===== config.mk =====
export PLATFORM = sky130hd
export DESIGN_NAME = nmea_sentence_validator_core_flat
export DESIGN_NICKNAME = d
export VERILOG_FILES = /design/src/sv/nsv_pkg.sv /design/src/sv/nsv_channels.sv /design/src/sv/nsv_tracker.sv /design/src/sv/nmea_sentence_validator_core.sv /design/src/flat_wrapper.sv
export VERILOG_INCLUDE_DIRS = /design/src /design/src/sv
export SDC_FILE = /design/constraint.sdc
export NUM_CORES = 1
export LEC_CHECK = 0
export BUFFER_PORTS_ARGS = -buffer_cell sky130_fd_sc_hd__buf_2
export CORE_MARGIN = 4
export CORE_UTILIZATION = 61
export CTS_CLUSTER_SIZE = 30
export DETAILED_ROUTE_END_ITERATION = 10
export PLACE_DENSITY = 0.8
export RECOVER_POWER = 25
export SETUP_SLACK_MARGIN = 0.02
export SYNTH_ARGS = -nofsm -noshare
export SYNTH_HDL_FRONTEND = slang
export SYNTH_SLANG_ARGS = --single-unit

===== constraint.sdc =====
create_clock -name clk -period 3.95 [get_ports clk]
set_clock_uncertainty 0.15 [all_clocks]
set_input_delay 0.5925 -clock clk [delete_from_list [all_inputs] [get_ports clk]]
set_output_delay 0.5925 -clock clk [all_outputs]
set_load 0.05 [all_outputs]

===== src/sv/nmea_sentence_validator_core_macros.svh =====
// Assertion macros shared by the sentence validator modules.
// Each macro expects clk and rst_n in scope at the point of use.
`ifndef NMEA_SENTENCE_VALIDATOR_CORE_MACROS_SVH
`define NMEA_SENTENCE_VALIDATOR_CORE_MACROS_SVH

// Same-cycle implication.
`define NSV_ASSERT_SAME(lbl, ante, cons) \
    lbl: assert property (@(posedge clk) disable iff (!rst_n) (ante) |-> (cons)) \
        else $error("same-cycle check failed");

// Next-cycle implication.
`define NSV_ASSERT_NEXT(lbl, ante, cons) \
    lbl: assert property (@(posedge clk) disable iff (!rst_n) (ante) |=> (cons)) \
        else $error("next-cycle check failed");

`endif


===== src/sv/nsv_pkg.sv =====
// Types and constants of the NMEA sentence validator.
// No dependencies; used by the interfaces, the tracker and the top level.
`timescale 1ns / 1ps

package nsv_pkg;

    localparam logic [7:0] CH_DOLLAR = 8'h24;
    localparam logic [7:0] CH_G      = 8'h47;
    localparam logic [7:0] CH_STAR   = 8'h2A;
    localparam logic [7:0] CH_CR     = 8'h0D;
    localparam logic [7:0] CH_LF     = 8'h0A;
    localparam logic [7:0] CH_COMMA  = 8'h2C;

    localparam logic [23:0] TAG_GGA = "GGA";
    localparam logic [23:0] TAG_GLL = "GLL";
    localparam logic [23:0] TAG_GSA = "GSA";
    localparam logic [23:0] TAG_GSV = "GSV";
    localparam logic [23:0] TAG_RMC = "RMC";
    localparam logic [23:0] TAG_VTG = "VTG";

    localparam int unsigned FIELD_W = 5;
    localparam logic [FIELD_W-1:0] FIELD_SAT = 5'd31;

    typedef enum logic [2:0] {
        ST_OK       = 3'd0,
        ST_FRAMING  = 3'd1,
        ST_DIGITS   = 3'd2,
        ST_MISMATCH = 3'd3,
        ST_FIELDS   = 3'd4
    } status_t;

    typedef enum logic [2:0] {
        KIND_RAW = 3'd0,
        KIND_GGA = 3'd1,
        KIND_GLL = 3'd2,
        KIND_GSA = 3'd3,
        KIND_GSV = 3'd4,
        KIND_RMC = 3'd5,
        KIND_VTG = 3'd6
    } kind_t;

    typedef struct packed {
        logic [FIELD_W-1:0] field_number;
        logic               is_separator;
        logic               sentence_done;
        status_t            status;
        kind_t              sentence_kind;
        logic [7:0]         computed_checksum;
    } result_t;

    // Bit 4 set when the byte is not a hex digit; low nibble is the value.
    function automatic logic [4:0] hex_digit(input logic [7:0] c);
        logic [4:0] r;
        r = 5'h10;
        if (c >= 8'h30 && c <= 8'h39) begin
            r = {1'b0, 4'(c - 8'h30)};
        end else if (c >= 8'h41 && c <= 8'h46) begin
            r = {1'b0, 4'(c - 8'h37)};
        end else if (c >= 8'h61 && c <= 8'h66) begin
            r = {1'b0, 4'(c - 8'h57)};
        end
        return r;
    endfunction

    function automatic kind_t kind_of(input logic [23:0] tag);
        kind_t k;
        case (tag)
            TAG_GGA: k = KIND_GGA;
            TAG_GLL: k = KIND_GLL;
            TAG_GSA: k = KIND_GSA;
            TAG_GSV: k = KIND_GSV;
            TAG_RMC: k = KIND_RMC;
            TAG_VTG: k = KIND_VTG;
            default: k = KIND_RAW;
        endcase
        return k;
    endfunction

    function automatic logic [4:0] min_commas(input kind_t k);
        logic [4:0] m;
        case (k)
            KIND_GGA: m = 5'd13;
            KIND_GLL: m = 5'd6;
            KIND_GSA: m = 5'd16;
            KIND_GSV: m = 5'd18;
            KIND_RMC: m = 5'd10;
            KIND_VTG: m = 5'd7;
            default:  m = 5'd0;
        endcase
        return m;
    endfunction

endpackage


===== src/sv/nsv_channels.sv =====
// Valid/ready channel interfaces of the NMEA sentence validator.
// Depends on nsv_pkg for the field number width.
`timescale 1ns / 1ps

interface nsv_in_if;
    logic       valid;
    logic       ready;
    logic [7:0] data_byte;
    logic       final_byte;

    modport source (output valid, output data_byte, output final_byte, input ready);
    modport sink (input valid, input data_byte, input final_byte, output ready);
endinterface

interface nsv_out_if;
    logic                         valid;
    logic                         ready;
    logic [nsv_pkg::FIELD_W-1:0]  field_number;
    logic                         is_separator;
    logic                         sentence_done;
    logic [2:0]                   status;
    logic [2:0]                   sentence_kind;
    logic [7:0]                   computed_checksum;

    modport source (
        output valid, output field_number, output is_separator, output sentence_done,
        output status, output sentence_kind, output computed_checksum, input ready
    );
    modport sink (
        input valid, input field_number, input is_separator, input sentence_done,
        input status, input sentence_kind, input computed_checksum, output ready
    );
endinterface


===== src/sv/nsv_tracker.sv =====
// Per-sentence state and single-pass result logic of the sentence validator.
// Depends on nsv_pkg and nmea_sentence_validator_core_macros.svh.
`timescale 1ns / 1ps
`include "nmea_sentence_validator_core_macros.svh"

module nsv_tracker #(
    parameter int unsigned FIELD_COUNT_MAX = 31
) (
    input  logic             clk,
    input  logic             rst_n,
    input  logic             accept,
    input  logic [7:0]       data_byte,
    input  logic             final_byte,
    output nsv_pkg::result_t result
);

    localparam int unsigned CW = $clog2(FIELD_COUNT_MAX + 1);
    localparam logic [CW-1:0] COUNT_MAX = CW'(FIELD_COUNT_MAX);
    localparam logic [CW-1:0] COUNT_SAT = CW'(nsv_pkg::FIELD_SAT);

    logic [2:0]      pos_reg, pos_next;
    logic            head_ok_reg, head_ok_next;
    logic [7:0]      xor_reg, xor_next;
    logic [7:0]      tail_reg [5];
    logic [7:0]      tail_next [5];
    logic [23:0]     prefix_reg, prefix_next;
    nsv_pkg::kind_t  kind_reg, kind_next;
    logic [CW-1:0]   count_reg, count_next;

    logic            sep;
    logic [7:0]      chk;
    logic [4:0]      hi;
    logic [4:0]      lo;
    logic            framing_bad;
    nsv_pkg::status_t status;

    always_comb
    begin
        sep = (pos_reg == 3'd7) && (data_byte == nsv_pkg::CH_COMMA);

        head_ok_next = head_ok_reg;
        if (pos_reg == 3'd0 && data_byte != nsv_pkg::CH_DOLLAR) begin
            head_ok_next = 1'b0;
        end
        if (pos_reg == 3'd1 && data_byte != nsv_pkg::CH_G) begin
            head_ok_next = 1'b0;
        end

        xor_next = (pos_reg != 3'd0) ? (xor_reg ^ data_byte) : xor_reg;

        prefix_next = (pos_reg >= 3'd3 && pos_reg <= 3'd5) ?
                      {prefix_reg[15:0], data_byte} : prefix_reg;

        kind_next = kind_reg;
        if (pos_reg == 3'd6) begin
            kind_next = (data_byte == nsv_pkg::CH_COMMA) ?
                        nsv_pkg::kind_of(prefix_reg) : nsv_pkg::KIND_RAW;
        end

        count_next = (sep && count_reg < COUNT_MAX) ? count_reg + 1'b1 : count_reg;

        for (int i = 0; i < 4; i++) begin
            tail_next[i] = tail_reg[i + 1];
        end
        tail_next[4] = data_byte;

        pos_next = (pos_reg == 3'd7) ? pos_reg : pos_reg + 3'd1;

        chk = xor_next ^ tail_next[0] ^ tail_next[1] ^ tail_next[2]
              ^ tail_next[3] ^ tail_next[4];
        hi = nsv_pkg::hex_digit(tail_next[1]);
        lo = nsv_pkg::hex_digit(tail_next[2]);

        framing_bad = !head_ok_next || (pos_reg < 3'd6)
                      || (tail_next[0] != nsv_pkg::CH_STAR)
                      || (tail_next[3] != nsv_pkg::CH_CR)
                      || (tail_next[4] != nsv_pkg::CH_LF);

        if (framing_bad) begin
            status = nsv_pkg::ST_FRAMING;
        end else if (hi[4] || lo[4]) begin
            status = nsv_pkg::ST_DIGITS;
        end else if ({hi[3:0], lo[3:0]} != chk) begin
            status = nsv_pkg::ST_MISMATCH;
        end else if (kind_next != nsv_pkg::KIND_RAW
                     && count_next < CW'(nsv_pkg::min_commas(kind_next))) begin
            status = nsv_pkg::ST_FIELDS;
        end else begin
            status = nsv_pkg::ST_OK;
        end

        result.field_number  = (count_reg > COUNT_SAT) ? nsv_pkg::FIELD_SAT
                                                       : count_reg[nsv_pkg::FIELD_W-1:0];
        result.is_separator  = sep;
        result.sentence_done = final_byte;
        if (final_byte) begin
            result.status            = status;
            result.sentence_kind     = kind_next;
            result.computed_checksum = chk;
        end else begin
            result.status            = nsv_pkg::ST_OK;
            result.sentence_kind     = nsv_pkg::KIND_RAW;
            result.computed_checksum = 8'h00;
        end
    end

    always_ff @(posedge clk or negedge rst_n)
    begin
        if (!rst_n) begin
            pos_reg     <= 3'd0;
            head_ok_reg <= 1'b1;
            xor_reg     <= 8'h00;
            prefix_reg  <= 24'h000000;
            kind_reg    <= nsv_pkg::KIND_RAW;
            count_reg   <= '0;
            for (int i = 0; i < 5; i++) begin
                tail_reg[i] <= 8'h00;
            end
        end else if (accept) begin
            if (final_byte) begin
                pos_reg     <= 3'd0;
                head_ok_reg <= 1'b1;
                xor_reg     <= 8'h00;
                prefix_reg  <= 24'h000000;
                kind_reg    <= nsv_pkg::KIND_RAW;
                count_reg   <= '0;
                for (int i = 0; i < 5; i++) begin
                    tail_reg[i] <= 8'h00;
                end
            end else begin
                pos_reg     <= pos_next;
                head_ok_reg <= head_ok_next;
                xor_reg     <= xor_next;
                prefix_reg  <= prefix_next;
                kind_reg    <= kind_next;
                count_reg   <= count_next;
                for (int i = 0; i < 5; i++) begin
                    tail_reg[i] <= tail_next[i];
                end
            end
        end
    end

    `NSV_ASSERT_NEXT(a_final_clears, accept && final_byte, pos_reg == 3'd0 && count_reg == '0)
    `NSV_ASSERT_NEXT(a_pos_advance, accept && !final_byte && pos_reg != 3'd7, pos_reg == $past(pos_reg) + 3'd1)
    `NSV_ASSERT_SAME(a_kind_late, pos_reg < 3'd7, kind_reg == nsv_pkg::KIND_RAW && count_reg == '0)

endmodule


===== src/sv/nmea_sentence_validator_core.sv =====
// NMEA 0183 sentence validator: takes one sentence byte per cycle, unless the skid
// entry is full, and returns one registered result per byte. The per-sentence state
// (position, running XOR, last five bytes, type tag, comma count) is updated in a
// single pass, so a new byte is accepted every cycle while the skid entry is empty; an
// output register plus one skid entry hold one more byte when the results stall.
// Depends on nsv_pkg, nsv_channels and nsv_tracker.
`timescale 1ns / 1ps
`include "nmea_sentence_validator_core_macros.svh"

module nmea_sentence_validator_core #(
    parameter int unsigned FIELD_COUNT_MAX = 31
) (
    input  logic       clk,
    input  logic       rst_n,
    nsv_in_if.sink     sentence,
    nsv_out_if.source  result
);

    logic             accept;
    logic             pop;
    nsv_pkg::result_t step_result;
    nsv_pkg::result_t out_reg;
    nsv_pkg::result_t skid_reg;
    logic             out_valid_reg;
    logic             skid_valid_reg;

    assign sentence.ready = !skid_valid_reg;
    assign accept = sentence.valid && sentence.ready;
    assign pop    = out_valid_reg && result.ready;

    nsv_tracker #(
        .FIELD_COUNT_MAX (FIELD_COUNT_MAX)
    ) u_tracker (
        .clk        (clk),
        .rst_n      (rst_n),
        .accept     (accept),
        .data_byte  (sentence.data_byte),
        .final_byte (sentence.final_byte),
        .result     (step_result)
    );

    always_ff @(posedge clk or negedge rst_n)
    begin
        if (!rst_n) begin
            out_valid_reg  <= 1'b0;
            skid_valid_reg <= 1'b0;
        end else if (skid_valid_reg) begin
            if (pop) begin
                skid_valid_reg <= 1'b0;
            end
        end else if (accept) begin
            if (out_valid_reg && !pop) begin
                skid_valid_reg <= 1'b1;
            end
            out_valid_reg <= 1'b1;
        end else if (pop) begin
            out_valid_reg <= 1'b0;
        end
    end

    always_ff @(posedge clk)
    begin
        if (skid_valid_reg) begin
            if (pop) begin
                out_reg <= skid_reg;
            end
        end else if (accept) begin
            if (out_valid_reg && !pop) begin
                skid_reg <= step_result;
            end else begin
                out_reg <= step_result;
            end
        end
    end

    assign result.valid             = out_valid_reg;
    assign result.field_number      = out_reg.field_number;
    assign result.is_separator      = out_reg.is_separator;
    assign result.sentence_done     = out_reg.sentence_done;
    assign result.status            = out_reg.status;
    assign result.sentence_kind     = out_reg.sentence_kind;
    assign result.computed_checksum = out_reg.computed_checksum;

    `NSV_ASSERT_SAME(a_skid_needs_out, skid_valid_reg, out_valid_reg)
    `NSV_ASSERT_SAME(a_skid_on_stall, $rose(skid_valid_reg), $past(out_valid_reg && !result.ready))
    `NSV_ASSERT_SAME(a_idle_fields, out_valid_reg && !out_reg.sentence_done, out_reg.status == nsv_pkg::ST_OK && out_reg.sentence_kind == nsv_pkg::KIND_RAW)

endmodule

===== src/flat_wrapper.sv =====
// flat-port wrapper written by rule: the top's interface ports become plain ports
module nmea_sentence_validator_core_flat 
#(
    parameter int unsigned FIELD_COUNT_MAX = 31
)
  (clk, rst_n, sentence_valid, sentence_data_byte, sentence_final_byte, sentence_ready, result_valid, result_field_number, result_is_separator, result_sentence_done, result_status, result_sentence_kind, result_computed_checksum, result_ready);
  nsv_in_if sentence_i ();
  nsv_out_if result_i ();
  input  logic clk;
  input  logic rst_n;
  input wire logic [$bits(sentence_i.valid)-1:0] sentence_valid;
  input wire logic [$bits(sentence_i.data_byte)-1:0] sentence_data_byte;
  input wire logic [$bits(sentence_i.final_byte)-1:0] sentence_final_byte;
  output wire logic [$bits(sentence_i.ready)-1:0] sentence_ready;
  output wire logic [$bits(result_i.valid)-1:0] result_valid;
  output wire logic [$bits(result_i.field_number)-1:0] result_field_number;
  output wire logic [$bits(result_i.is_separator)-1:0] result_is_separator;
  output wire logic [$bits(result_i.sentence_done)-1:0] result_sentence_done;
  output wire logic [$bits(result_i.status)-1:0] result_status;
  output wire logic [$bits(result_i.sentence_kind)-1:0] result_sentence_kind;
  output wire logic [$bits(result_i.computed_checksum)-1:0] result_computed_checksum;
  input wire logic [$bits(result_i.ready)-1:0] result_ready;
  assign sentence_i.valid = sentence_valid;
  assign sentence_i.data_byte = sentence_data_byte;
  assign sentence_i.final_byte = sentence_final_byte;
  assign sentence_ready = sentence_i.ready;
  assign result_valid = result_i.valid;
  assign result_field_number = result_i.field_number;
  assign result_is_separator = result_i.is_separator;
  assign result_sentence_done = result_i.sentence_done;
  assign result_status = result_i.status;
  assign result_sentence_kind = result_i.sentence_kind;
  assign result_computed_checksum = result_i.computed_checksum;
  assign result_i.ready = result_ready;
  nmea_sentence_validator_core #(.FIELD_COUNT_MAX(FIELD_COUNT_MAX)) u_core (.clk(clk), .rst_n(rst_n), .sentence(sentence_i), .result(result_i));
endmodule

# After elaboration in Yosys (flattened, before gate mapping)
# Cells that the tools add are included.
[totals] in_bits=13 register_bits=120 elab_cells=158 output_inout_bits=23
[op_classes] n_reduce_logical=34 mux=42 n_addsub=8 bitwise=7 order_cmp=18 n_eq_ne=25
[op_table] op="== test 24 x 23 -> 1 bit (second input constant)" count=6
[op_table] op="2-to-1 mux 21 bit" count=4
[op_table] op="2-to-1 mux 5 bit" count=12
[op_table] op="2-to-1 mux 24 bit" count=2
[op_table] op="bitwise XOR 8 bit" count=6
[op_table] op="greater-or-equal comparator 8 x 7 -> 1 bit (second input constant)" count=4
[op_table] op="<= comparator 8 x 7 -> 1 bit (second input constant)" count=4
[op_table] op="2-to-1 mux 32 bit" count=1
[op_table] op="one-hot mux 5 bit (6 select lines)" count=1
[op_table] op="2-to-1 mux 3 bit" count=9
[op_table] op="one-hot mux 3 bit (6 select lines)" count=1
[op_table] op="greater-or-equal comparator 8 x 6 -> 1 bit (second input constant)" count=2
[op_table] op="<= comparator 8 x 6 -> 1 bit (second input constant)" count=2
[op_table] op="2-to-1 mux 8 bit" count=2
[op_table] op="inequality test 8 x 4 -> 1 bit (second input constant)" count=2
[op_table] op="inequality test 8 x 6 -> 1 bit (second input constant)" count=2
[op_table] op="subtractor 4 x 3 -> 4 bit (second input constant)" count=4
[op_table] op="== test 3 bit (second input constant)" count=5
[op_table] op="logical AND 1 bit" count=15
[op_table] op="2-to-1 mux 14 bit" count=1
[op_table] op="2-to-1 mux 1 bit" count=9
[op_table] op="== test 8 x 6 -> 1 bit (second input constant)" count=1
[op_table] op="inequality test 8 x 7 -> 1 bit (second input constant)" count=1
[op_table] op="inequality test 8 bit" count=1
[op_table] op="21 further kinds" count=37

# Depth between registers and ports, before layout
# Gate-level depths: netlist of the first run.
[depth] depth_word=21 depth_mapped=15

# Cells and area by module
# A second synthesis of the first run with hierarchy kept.
[unflattened] hier_cells=574 area_unflattened_um2=6466.2
[by_module_without_submodules] module="nsv_tracker" instances=1 seq_area_each_um2=1903.1 area_per_inst_um2=4752.1 cells_each=495
[by_module_without_submodules] module="nmea_sentence_validator_core" instances=1 seq_area_each_um2=1311.3 area_per_inst_um2=1714.1 cells_each=79

# Worst setup path after synthesis of the first run
# No wires, ideal clock.
[synth_path] path_type="input port to flip-flop" from="in sentence_data_byte[1]" to="reg u_core.out_reg, in the netlist u_core.result.status[2], data pin" n_path_buf=1 cell_stages=14 required_ps=3635 arrival_time_ps=3174 slack_ps=461 cell_sequence="buf_2 -> nor4b_4 -> nand4_2 -> nor4_4 -> a22oi_1 -> nand2_1 -> nor3_1 -> a21oi_1 -> ha_1 -> a21o_1 -> a21o_1 -> a211oi_1 -> nand4_1 -> o31ai_2"
[synth_between] elab_chain_len=18 elab_cells_between_ends=47
[synth_lines] item="start, declared" line_no="flat_wrapper.sv:12" rtl="input wire logic [$bits(sentence_i.data_byte)-1:0] sentence_data_byte;"
[synth_lines] item="== test 8 x 6 -> 1 bit" line_no="nsv_tracker.sv:39, nsv_tracker.sv:56"
[synth_lines] item="2-to-1 mux 3 bit" line_no="nsv_tracker.sv:56" rtl="kind_next = (data_byte == nsv_pkg::CH_COMMA) ?"
[synth_lines] item="2-to-1 mux 3 bit" line_no="nsv_tracker.sv:55" rtl="if (pos_reg == 3'd6) begin"
[synth_lines] item="== test 3 bit (tied with other cells)" line_no="nsv_pkg.sv:81" rtl="case (k)"
[synth_lines] item="one-hot mux 5 bit (6 select lines)" line_no="nsv_pkg.sv:81"
[synth_lines] item="2-to-1 mux 5 bit" line_no="nsv_tracker.sv:83" rtl="end else if ({hi[3:0], lo[3:0]} != chk) begin"
[synth_lines] item="2-to-1 mux 5 bit" line_no="nsv_tracker.sv:81" rtl="end else if (hi[4] || lo[4]) begin"
[synth_lines] item="2-to-1 mux 5 bit" line_no="nsv_tracker.sv:79" rtl="if (framing_bad) begin"
[synth_lines] item="[2 not listed]"
[synth_lines] item="2-to-1 mux 3 bit" line_no="nsv_tracker.sv:85" rtl="end else if (kind_next != nsv_pkg::KIND_RAW"
[synth_lines] item="2-to-1 mux 3 bit" line_no="nsv_tracker.sv:83"
[synth_lines] item="2-to-1 mux 3 bit" line_no="nsv_tracker.sv:81"
[synth_lines] item="2-to-1 mux 3 bit *" line_no="nsv_tracker.sv:79"
[synth_lines] item="2-to-1 mux 14 bit *" line_no="nsv_tracker.sv:96" rtl="if (final_byte) begin"
[synth_lines] item="2-to-1 mux 21 bit *" line_no="nmea_sentence_validator_core.sv:68" rtl="if (out_valid_reg && !pop) begin"
[synth_lines] item="2-to-1 mux 21 bit *" line_no="nmea_sentence_validator_core.sv:67" rtl="end else if (accept) begin"
[synth_lines] item="2-to-1 mux 21 bit *" line_no="nmea_sentence_validator_core.sv:63" rtl="if (skid_valid_reg) begin"
[synth_lines] item="end signal, assigned" line_no="nmea_sentence_validator_core.sv:65" rtl="out_reg <= skid_reg;"
[synth_lines] item="end signal, assigned" line_no="nmea_sentence_validator_core.sv:71" rtl="out_reg <= step_result;"
[synth_lines] item="end, declared" line_no="nmea_sentence_validator_core.sv:22" rtl="nsv_pkg::result_t out_reg;"
# Every way passes the cells marked *; elsewhere a longest branch is shown, timed or not. The select of a mux whose other input is x is not followed.
# A chain may end at the register's enable or synchronous reset.

# Worst setup path after layout of the first run
[layout_path] from="reg u_core.u_tracker.prefix_reg[11]" to="reg u_core.out_reg, in the netlist u_core.result.status[2], data pin"
[layout_between] elab_chain_len=19 elab_cells_between_ends=30
[layout_lines] item="start, declared" line_no="nsv_tracker.sv:26" rtl="logic [23:0] prefix_reg, prefix_next;"
[layout_lines] item="start signal, assigned" line_no="nsv_tracker.sv:134" rtl="prefix_reg <= prefix_next;"
[layout_lines] item="== test 24 x 23 -> 1 bit" line_no="nsv_pkg.sv:67" rtl="case (tag)"
[layout_lines] item="one-hot mux 3 bit (6 select lines) *" line_no="nsv_pkg.sv:67"
[layout_lines] item="2-to-1 mux 3 bit *" line_no="nsv_tracker.sv:56"
[layout_lines] item="2-to-1 mux 3 bit *" line_no="nsv_tracker.sv:55"
[layout_lines] item="== test 3 bit (tied with other cells)" line_no="nsv_pkg.sv:81"
[layout_lines] item="one-hot mux 5 bit (6 select lines)" line_no="nsv_pkg.sv:81"
[layout_lines] item="2-to-1 mux 5 bit" line_no="nsv_tracker.sv:83"
[layout_lines] item="2-to-1 mux 5 bit" line_no="nsv_tracker.sv:81"
[layout_lines] item="[3 not listed]"
[layout_lines] item="2-to-1 mux 3 bit *" line_no="nsv_tracker.sv:85"
[layout_lines] item="2-to-1 mux 3 bit *" line_no="nsv_tracker.sv:83"
[layout_lines] item="2-to-1 mux 3 bit *" line_no="nsv_tracker.sv:81"
[layout_lines] item="2-to-1 mux 3 bit *" line_no="nsv_tracker.sv:79"
[layout_lines] item="2-to-1 mux 14 bit *" line_no="nsv_tracker.sv:96"
[layout_lines] item="2-to-1 mux 21 bit *" line_no="nmea_sentence_validator_core.sv:68"
[layout_lines] item="2-to-1 mux 21 bit *" line_no="nmea_sentence_validator_core.sv:67"
[layout_lines] item="2-to-1 mux 21 bit *" line_no="nmea_sentence_validator_core.sv:63"
# Marks and branches as above.

==> results.py, run 1 <==
metrics = {
    "drt": {
        "drt-total-wl_mm": 15.0,
        "first_pass_iters": 5,
        "wl_per_cell_um": 18.9,
        "vias": 4993,
        "drc": 0,
        "final_antenna_net_count": 0,
        "initialDrtViolationCount": 293,
        "routed_via_density": 6.32,
    },
    "placed_design": {
        "placed_cells": 758,
        "placed_area_um2": 6650,
        "detailedPlace.worstSlack_ns": 0.0913,
        "numPortBuffers": 35,
        "finalWeightedCongestion": 0.861,
        "dpl.hpwl_mm": 9.65,
    },
    "critical_path": {
        "cp-end-kind": "flop",
        "slowest_delay_ns": 0.53,
        "worst_setup_path_start_kind": "flop",
        "cpMostUsedCell": "a21o_1",
        "path_cells": "nor4b_1 -> nand2_1 -> nor4_2 -> o21ai_0 -> nand2_2 -> nor3_1 -> a21oi_1 -> ha_1 -> a21o_1 -> a21o_1 -> a211oi_1 -> nand4_1 -> o31ai_2",
        "ff2ff_path_depth": 13,
        "reg2reg_slack_ns": 0.23,
        "r2r_end": "u_core.result.status[2]",
        "critPathArrivalTime_ns": 3.92,
        "timing_worst_setup_path_type": "flop to flop",
        "cp_slowest_cell": "nor4b_1",
        "crit_family": "simple AND/OR/NAND/NOR gates",
        "cp_data_required_time_ns": 4.15,
        "crit_buf_inv": 0,
        "r2r_start": "u_core.u_tracker.prefix_reg[11]",
        "crit_fanout": 8,
    },
    "synth": {
        "syn-num-nets": 643,
        "synth_area_um2": 6360,
        "synth_edf_count": 42,
        "ys_warn_count": 0,
        "avgSynthCellArea_um2": 10.4,
        "synthTopCellsByArea": "dfrtp_1, edfxtp_1, nand2_1",
        "ys.flop_type": "dfrtp_1",
        "synthCells": 612,
        "yosysSeqAreaShare_pct": 50.5,
        "yosys.area.top_type": "dfrtp_1",
        "synthArstFlopShare_pct": 65.0,
        "yosys.cell_types.count": 67,
        "synth_top_area_share_pct": 30.3,
        "synth-seq-cells": 120,
    },
    "layout": {
        "fin_cells": 790,
        "layout_common_cells": "nand2_1, dfrtp_1, o21ai_0, edfxtp_1, buf_2",
        "layout_commonest_cell": "nand2_1",
        "fin_area_um2": 7260,
        "drive_above_1_share_pct": 16.7,
        "nNetsFinal": 672,
        "largest_reg_flops": 32,
        "area_growth_pct": 14.2,
        "final_util_pct": 71.0,
        "diodes": 0,
    },
    "floorplanning": {
        "placementRows": 37,
        "ios": 36,
        "start_util_pct": 62.2,
        "core_um2": 10200,
        "die_w_um": 110,
        "die_area_um2": 12100,
        "die_y_um": 110,
    },
    "timing": {
        "period_needed_ns": 3.72,
        "slew_headroom_pct": -30.2,
        "finalHoldViolCount": 0,
        "worstMarginPinSlew_ns": 1.95,
        "slew_violations": 79,
        "hold_ws_ns": 0.146,
        "finalSetupViolations": 0,
        "fin_tns_setup_ns": 0,
        "post-route-period-util_pct": 94.2,
        "fin_ws_ns": 0.227,
        "fmax_mhz": 269,
    },
    "power": {
        "totalPowerFinal_mw": 5.84,
        "total_leakage_power_nw": 3.07,
        "ir_worst_vdd_uv": 455,
        "p_per_area_nw_per_um2": 804,
    },
    "clock_network": {
        "htreeDepth": 4,
        "numCtsBuffers": 17,
        "clockRootBuffer": "clkbuf_8",
        "clkTransAtPathRegs_ns": 0.06,
        "clk-insertion-delay-late_ns": 0.52,
        "hold_buffers": 0,
        "clkSinkCount": 120,
        "clockBufferDepth": 2,
        "cts_tree": "done",
    },
    "global_route": {
        "grt_pass1_wl_mm": 24.4,
        "grt_pass1_vias": 4841,
        "grtUsageTotal_pct": 26.3,
        "grt_max_degree": 81,
        "antenna_found_initial": 0,
        "grt_overflow": 0,
    },
    "hold_path": {
        "whs_endpoint": "u_core.skid_valid_reg",
        "min_path_cells": 2,
        "hold_start": "result_ready",
        "hold_class": "primary input to flop",
    },
    "run": {
        "maxCapViolCount": 1,
    },
    "run_status": {
        "outcome": "finished with violations",
        "violations": "max-capacitance violations, max-slew violations",
    },
}
-- cell usage after synthesis, drive strengths merged, types with 3 or more instances --
cell / count
nand2: 100
dfrtp: 77
o21ai: 56
edfxtp: 42
clkbuf: 32
xnor2: 32
a22o: 31
a21oi: 26
ha: 18
xor2: 18
nor2: 17
mux2: 14
and2: 13
inv: 13
o31ai: 11
nand3: 9
nand3b: 8
nor4b: 8
nand4: 7
and3: 6
nor3: 6
buf: 5
nor2b: 5
nor3b: 5
nor4: 5
a21o: 3
a31o: 3
a31oi: 3
nand4b: 3
nor4bb: 3
-- area by class of cell --
type                    count  area, um^2
clock inverters            15         190
well taps                 136         170
flip-flops and latches    120        3210
fillers                   739        2970
clock buffers              17         414
inverters                  14        52.6
repair buffers             47         264
multi-input cells         441        2960
-- cells by family after synthesis --
| logic type | share of synthesized area, % |
|---|---|
| flops | 50.5 |
| fa+ha+maj | 3.54 |
| mux | 2.79 |
| buf+inv | 3.19 |
| compound gates | 15.5 |
| xor+xnor | 6.89 |
| simple gates | 17.5 |
-- where the power goes --
part | internal, mW | switching, mW
combinational | 0.801 | 1.43
sequential | 1.69 | 0.336
clock | 0.975 | 0.603
-- how the worst max path moves through the flow --
stage | startpoint | endpoint | depth (start not counted)
floorplan | sentence_data_byte[1] | u_core.result.status[2] | 14
global placement | sentence_data_byte[0] | u_core.result.status[2] | 14
detailed placement | sentence_data_byte[0] | u_core.result.status[2] | 14
CTS | u_core.u_tracker.pos_reg[0] | u_core.result.status[2] | 15
global route | u_core.u_tracker.prefix_reg[19] | u_core.result.status[2] | 13
finish | u_core.u_tracker.prefix_reg[11] | u_core.result.status[2] | 13
-- per-layer routing --
layer / vias up / global-route usage, % / share of wire [%]
li1: 2267 / - / -
met3: 43 / 5.18 / 7.2
met5: - / 0 / 0
met2: 231 / 41.6 / 48
met4: 0 / 11.8 / 3.0
met1: 2452 / 35.3 / 42
-- repair_timing --
item | CTS | global route
setup buffers | 0 | 0
hold endpoints to repair | 0 | 0
gates resized for setup | 0 | 2
setup endpoints to repair | 0 | 2
(Power assumes the default switching activity.)
==> inputs of run 2 (changes only) <==
Settings changed: CORE_ASPECT_RATIO set to 1.4.
==> results.py, run 2 (same netlist as run 1, synthesis figures left out) <==
metrics = {
    "run_status": {
        "outcome": "finished with violations",
        "violations": "max-capacitance violations, max-slew violations",
    },
    "critical_path": {
        "worst_setup_path_start_kind": "flop",
        "cp_data_required_time_ns": 4.05,
        "cp-end-kind": "flop",
        "r2r_end": "u_core.result.status[2]",
        "r2r_start": "u_core.u_tracker.prefix_reg[3]",
        "setup.worst_path.start": "u_core.u_tracker.prefix_reg[3]",
        "ff2ff_path_depth": 13,
        "critPathArrivalTime_ns": 3.72,
        "crit_fanout": 8,
        "timing_worst_setup_path_type": "flop to flop",
        "reg2reg_slack_ns": 0.33,
    },
    "clock_network": {
        "hold_buffers": 0,
        "cts_tree": "done",
        "clockBufferDepth": 2,
        "clockRootBuffer": "clkbuf_16",
        "clkTransAtPathRegs_ns": 0.05,
        "htreeDepth": 4,
        "clk-insertion-delay-late_ns": 0.42,
        "ctsResizeCount": 0,
        "numCtsBuffers": 17,
        "clkSinkCount": 120,
        "post-cts-setup-buffers": 0,
    },
    "layout": {
        "layout_commonest_cell": "nand2_1",
        "diodes": 0,
        "layout_common_cells": "nand2_1, dfrtp_1, o21ai_0, edfxtp_1, buf_2",
        "drive_above_1_share_pct": 16.9,
        "fin_area_um2": 7300,
        "final_util_pct": 72.6,
        "fin_cells": 792,
        "nNetsFinal": 675,
        "largest_reg_flops": 32,
        "area_growth_pct": 14.8,
    },
    "drt": {
        "first_pass_iters": 5,
        "initialDrtViolationCount": 357,
        "final_antenna_net_count": 0,
        "wl_per_cell_um": 19.1,
        "vias": 4902,
        "drt-total-wl_mm": 15.1,
        "routed_via_density": 6.19,
        "drc": 0,
    },
    "timing": {
        "worstMarginPinSlew_ns": 1.93,
        "fin_ws_ns": 0.327,
        "period_needed_ns": 3.62,
        "finalHoldViolCount": 0,
        "finalSetupViolations": 0,
        "slew_headroom_pct": -28.7,
        "slew_violations": 79,
        "post-route-period-util_pct": 91.7,
        "fin_tns_setup_ns": 0,
        "fmax_mhz": 276,
        "hold_ws_ns": 0.217,
        "rsz0062_at_grt": "false",
    },
    "hold_path": {
        "hold_class": "primary input to flop",
        "min_path_cells": 2,
        "hold_start": "result_ready",
        "whs_endpoint": "u_core.skid_valid_reg",
    },
    "floorplanning": {
        "ios": 36,
        "start_util_pct": 63.2,
        "die_area_um2": 12100,
        "placementRows": 43,
        "core_um2": 10100,
        "die_y_um": 129,
        "die_w_um": 94.3,
    },
    "global_route": {
        "grt_pass1_vias": 4857,
        "gr-usage-met2_pct": 43.8,
        "use_met3_pct": 6.84,
        "top_usage_layer": "met2",
        "grt_max_degree": 81,
        "grt_overflow": 0,
        "grt_pass1_wl_mm": 24.8,
        "grt_use_met1_pct": 31.5,
        "antenna_found_initial": 0,
        "grtUsageTotal_pct": 26.7,
    },
    "placed_design": {
        "finalWeightedCongestion": 0.841,
        "numPortBuffers": 35,
        "detailedPlace.worstSlack_ns": 0.0967,
        "dpl.hpwl_mm": 10.2,
        "placed_cells": 760,
        "placed_area_um2": 6680,
    },
    "power": {
        "total_leakage_power_nw": 3.10,
        "p_per_area_nw_per_um2": 802,
        "ir_worst_vdd_uv": 460,
        "totalPowerFinal_mw": 5.86,
    },
    "run": {
        "maxCapViolCount": 1,
    },
}
[run 2: cell count changes in the layout (fill, tap and decap cells not counted), moves of 2 or more]
cell,delta
clkbuf_1,+2
inv_6,-5
clkbuf_8,+5
clkinv_4,-2
buf_4,+3
clkinv_2,+2
[run 2: routing by layer]
layer  up-vias  routed length, um  part of all wire [%]
met1      2408               5810                    38
met4         0                818                   5.4
li1       2275                  -                     -
met3        67                623                   4.1
met5         -                  0                     0
met2       152               7870                    52
[run 2: cell type report]
class | instances | area [um^2]
multi-input combinational | 441 | 2970
inverter | 14 | 52.6
tap | 135 | 169
timing repair buffer | 50 | 287
sequential | 120 | 3210
clock inverter | 7 | 90.1
clock buffer | 25 | 515
fill | 712 | 2760
[run 2: where the power goes]
group / internal [mW] / leakage, nW / switching [mW] / total, mW
registers: 1.69 / 1.46 / 0.335 / 2.03
clock network: 1.03 / 0.295 / 0.534 / 1.56
logic: 0.807 / 1.34 / 1.46 / 2.27
[run 2: worst max-delay path by stage]
stage | endpoint | slack [ns] | depth (start not counted)
final | u_core.result.status[2] | 0.33 | 13
after detailed placement | u_core.result.status[2] | 0.1 | 14
after CTS | u_core.result.status[2] | 0.10 | 13
after global routing | u_core.result.status[2] | 0.11 | 13
after global placement | u_core.result.status[2] | 0.25 | 14
after floorplan | u_core.result.status[2] | 0.46 | 14
[run 2: worst max-delay path, cell delays in order (launching register included)]
cell and delay (ns):
dfrtp_1 0.44, nor4b_1 0.32, nand3_1 0.19, nor4_2 0.39
o21ai_0 0.27, nand2_2 0.21, nor3_1 0.08, a21oi_1 0.17
ha_1 0.27, a21o_1 0.17, a21o_1 0.18, a211oi_2 0.28
nand4_1 0.15, o31ai_2 0.19
==> inputs of run 3 (changes only) <==
Settings changed: CORE_UTILIZATION 61 to 63, CTS_BUF_LIST set to sky130_fd_sc_hd__clkbuf_4, PLACE_DENSITY 0.8 to 0.82.
==> results.py, run 3 (same netlist as run 1, synthesis figures left out) <==
metrics = {
    "clock_network": {
        "post-cts-setup-buffers": 0,
        "htreeDepth": 4,
        "clockBufferDepth": 2,
        "clkSinkCount": 120,
        "clockRootBuffer": "clkbuf_4",
        "clkTransAtPathRegs_ns": 0.10,
        "cts_tree": "done",
        "numCtsBuffers": 17,
        "clk-insertion-delay-late_ns": 0.52,
    },
    "power": {
        "total_leakage_power_nw": 2.95,
        "totalPowerFinal_mw": 5.15,
        "p_per_area_nw_per_um2": 740,
        "ir_worst_vdd_uv": 399,
    },
    "floorplanning": {
        "placementRows": 43,
        "start_util_pct": 64.2,
        "die_area_um2": 11800,
        "ios": 36,
        "die_y_um": 127,
        "die_w_um": 92.9,
        "core_um2": 9900,
    },
    "hold_path": {
        "hold_class": "primary input to flop",
    },
    "placed_design": {
        "placed_area_um2": 6670,
        "detailedPlace.worstSlack_ns": 0.172,
        "dpl.hpwl_mm": 10.4,
        "numPortBuffers": 35,
        "finalWeightedCongestion": 0.860,
    },
    "drt": {
        "initialDrtViolationCount": 331,
        "wl_per_cell_um": 18.6,
        "vias": 4860,
        "routed_via_density": 6.14,
        "final_antenna_net_count": 0,
        "drc": 0,
        "drt-total-wl_mm": 14.7,
        "first_pass_iters": 5,
    },
    "timing": {
        "post-route-period-util_pct": 93.7,
        "finalHoldViolCount": 0,
        "fin_tns_setup_ns": 0,
        "slew_violations": 79,
        "fin_ws_ns": 0.247,
        "finalSetupViolations": 0,
        "fmax_mhz": 270,
        "worstMarginPinSlew_ns": 1.94,
        "rsz0062_at_grt": "false",
        "period_needed_ns": 3.70,
        "slew_headroom_pct": -29.6,
    },
    "global_route": {
        "antenna_found_initial": 0,
        "grt_pass1_wl_mm": 24.3,
        "grt_overflow": 0,
        "grt_max_degree": 81,
        "grt_pass1_vias": 4893,
        "grtUsageTotal_pct": 26.4,
    },
    "run_status": {
        "violations": "max-capacitance violations, max-slew violations",
        "outcome": "finished with violations",
    },
    "critical_path": {
        "cp-end-kind": "flop",
        "ff2ff_path_depth": 15,
        "r2r_start": "u_core.u_tracker.pos_reg[0]",
        "endpoint": "u_core.result.status[2]",
        "cp_data_required_time_ns": 4.16,
        "reg2reg_slack_ns": 0.25,
        "critPathArrivalTime_ns": 3.91,
        "cp_slowest_cell": "dfrtp_1",
        "r2r_end": "u_core.result.status[2]",
        "setup.worst_path.start": "u_core.u_tracker.pos_reg[0]",
        "path_cells": "inv_1 -> ha_1 -> and2_1 -> nand4_2 -> nor4_4 -> a22oi_1 -> nand2_1 -> nor3_1 -> a21oi_1 -> ha_1 -> a21o_1 -> a21o_1 -> a211oi_1 -> nand4_1 -> o31ai_2",
        "crit_fanout": 8,
        "slowest_delay_ns": 0.46,
        "timing_worst_setup_path_type": "flop to flop",
        "worst_setup_path_start_kind": "flop",
    },
    "layout": {
        "layout_commonest_cell": "nand2_1",
        "layout_common_cells": "nand2_1, dfrtp_1, o21ai_0, edfxtp_1, buf_2",
        "diodes": 0,
        "largest_reg_flops": 32,
        "drive_above_1_share_pct": 16.0,
        "fin_area_um2": 6960,
        "area_growth_pct": 9.44,
        "nNetsFinal": 674,
        "fillers": 765,
    },
    "run": {
        "maxCapViolCount": 1,
    },
}
run 3: cell count changes in the layout (fill, tap and decap cells not counted), sizes merged:
| cell | before | now |
|---|---|---|
| buf | 48 | 47 |
| bufinv | 2 | 3 |
| clkbuf | 27 | 23 |
| clkinv | 4 | 7 |
run 3: metrics by stage:
stage | std cells | utilization, % | hold slack, ns
6_report | 791 | 70.3 | 0.106
5_1_grt | 791 | 70.3 | 0.0736
4_1_cts | 791 | 70.3 | 0.0803
3_5_place_dp | 759 | 67.4 | 0.341
3_3_place_gp | 759 | 67.4 | 0.328
2_1_floorplan | 612 | - | 0.147
run 3: worst min path at each step:
stage / start / endpoint / slack (ns) / depth (start not counted)
3_3_place_gp: u_core.u_tracker.kind_reg[0] / u_core.u_tracker.kind_reg[0] / 0.33 / 2
6_report: result_ready / u_core.skid_valid_reg / 0.11 / 2
3_5_place_dp: u_core.u_tracker.kind_reg[0] / u_core.u_tracker.kind_reg[0] / 0.34 / 2
4_1_cts: result_ready / u_core.skid_valid_reg / 0.08 / 2
2_1_floorplan: rst_n / u_core.result.valid / 0.15 / 0
5_1_grt: result_ready / u_core.skid_valid_reg / 0.07 / 2
run 3: what timing repair did:
| action | 4_1_cts | 5_1_grt |
|---|---|---|
| setup endpoints to repair | 0 | 1 |
| endpoints found under the hold margin | 0 | 0 |
| hold buffers | 0 | 0 |
| gates resized for setup | 0 | 1 |
run 3: power by group:
group          switching [mW]  internal [mW]
sequential              0.332           1.69
combinational            1.43          0.802
clock                   0.447          0.456
total                    2.21           2.95
run 3: area by class of cell:
class | instances | area, um^2 | share of cell area, %
flip-flops and latches | 120 | 3210 | 46.2
clock buffers | 21 | 158 | 2.26
multi-input cells | 441 | 2960 | 42.5
inverters | 14 | 52.6 | 0.755
well taps | 135 | 169 | 2.43
repair buffers | 49 | 279 | 4.01
clock inverters | 11 | 130 | 1.87
run 3: worst max-delay path, delay by kind of cell, from the launching register on:
kind,cells,cell delay [ns]
adder cells (fa/ha/maj),2,0.45
buffers and inverters,1,0.16
AND/OR/NAND/NOR,6,1.16
flip-flops,1,0.46
AO/OA/AOI/OAI,6,1.16
run 3: per-layer routing:
layer	track usage (%)	share of wire, %
met5	0	0
met4	11.8	3.4
met3	5.22	4.1
met2	45.9	53
met1	31.4	39
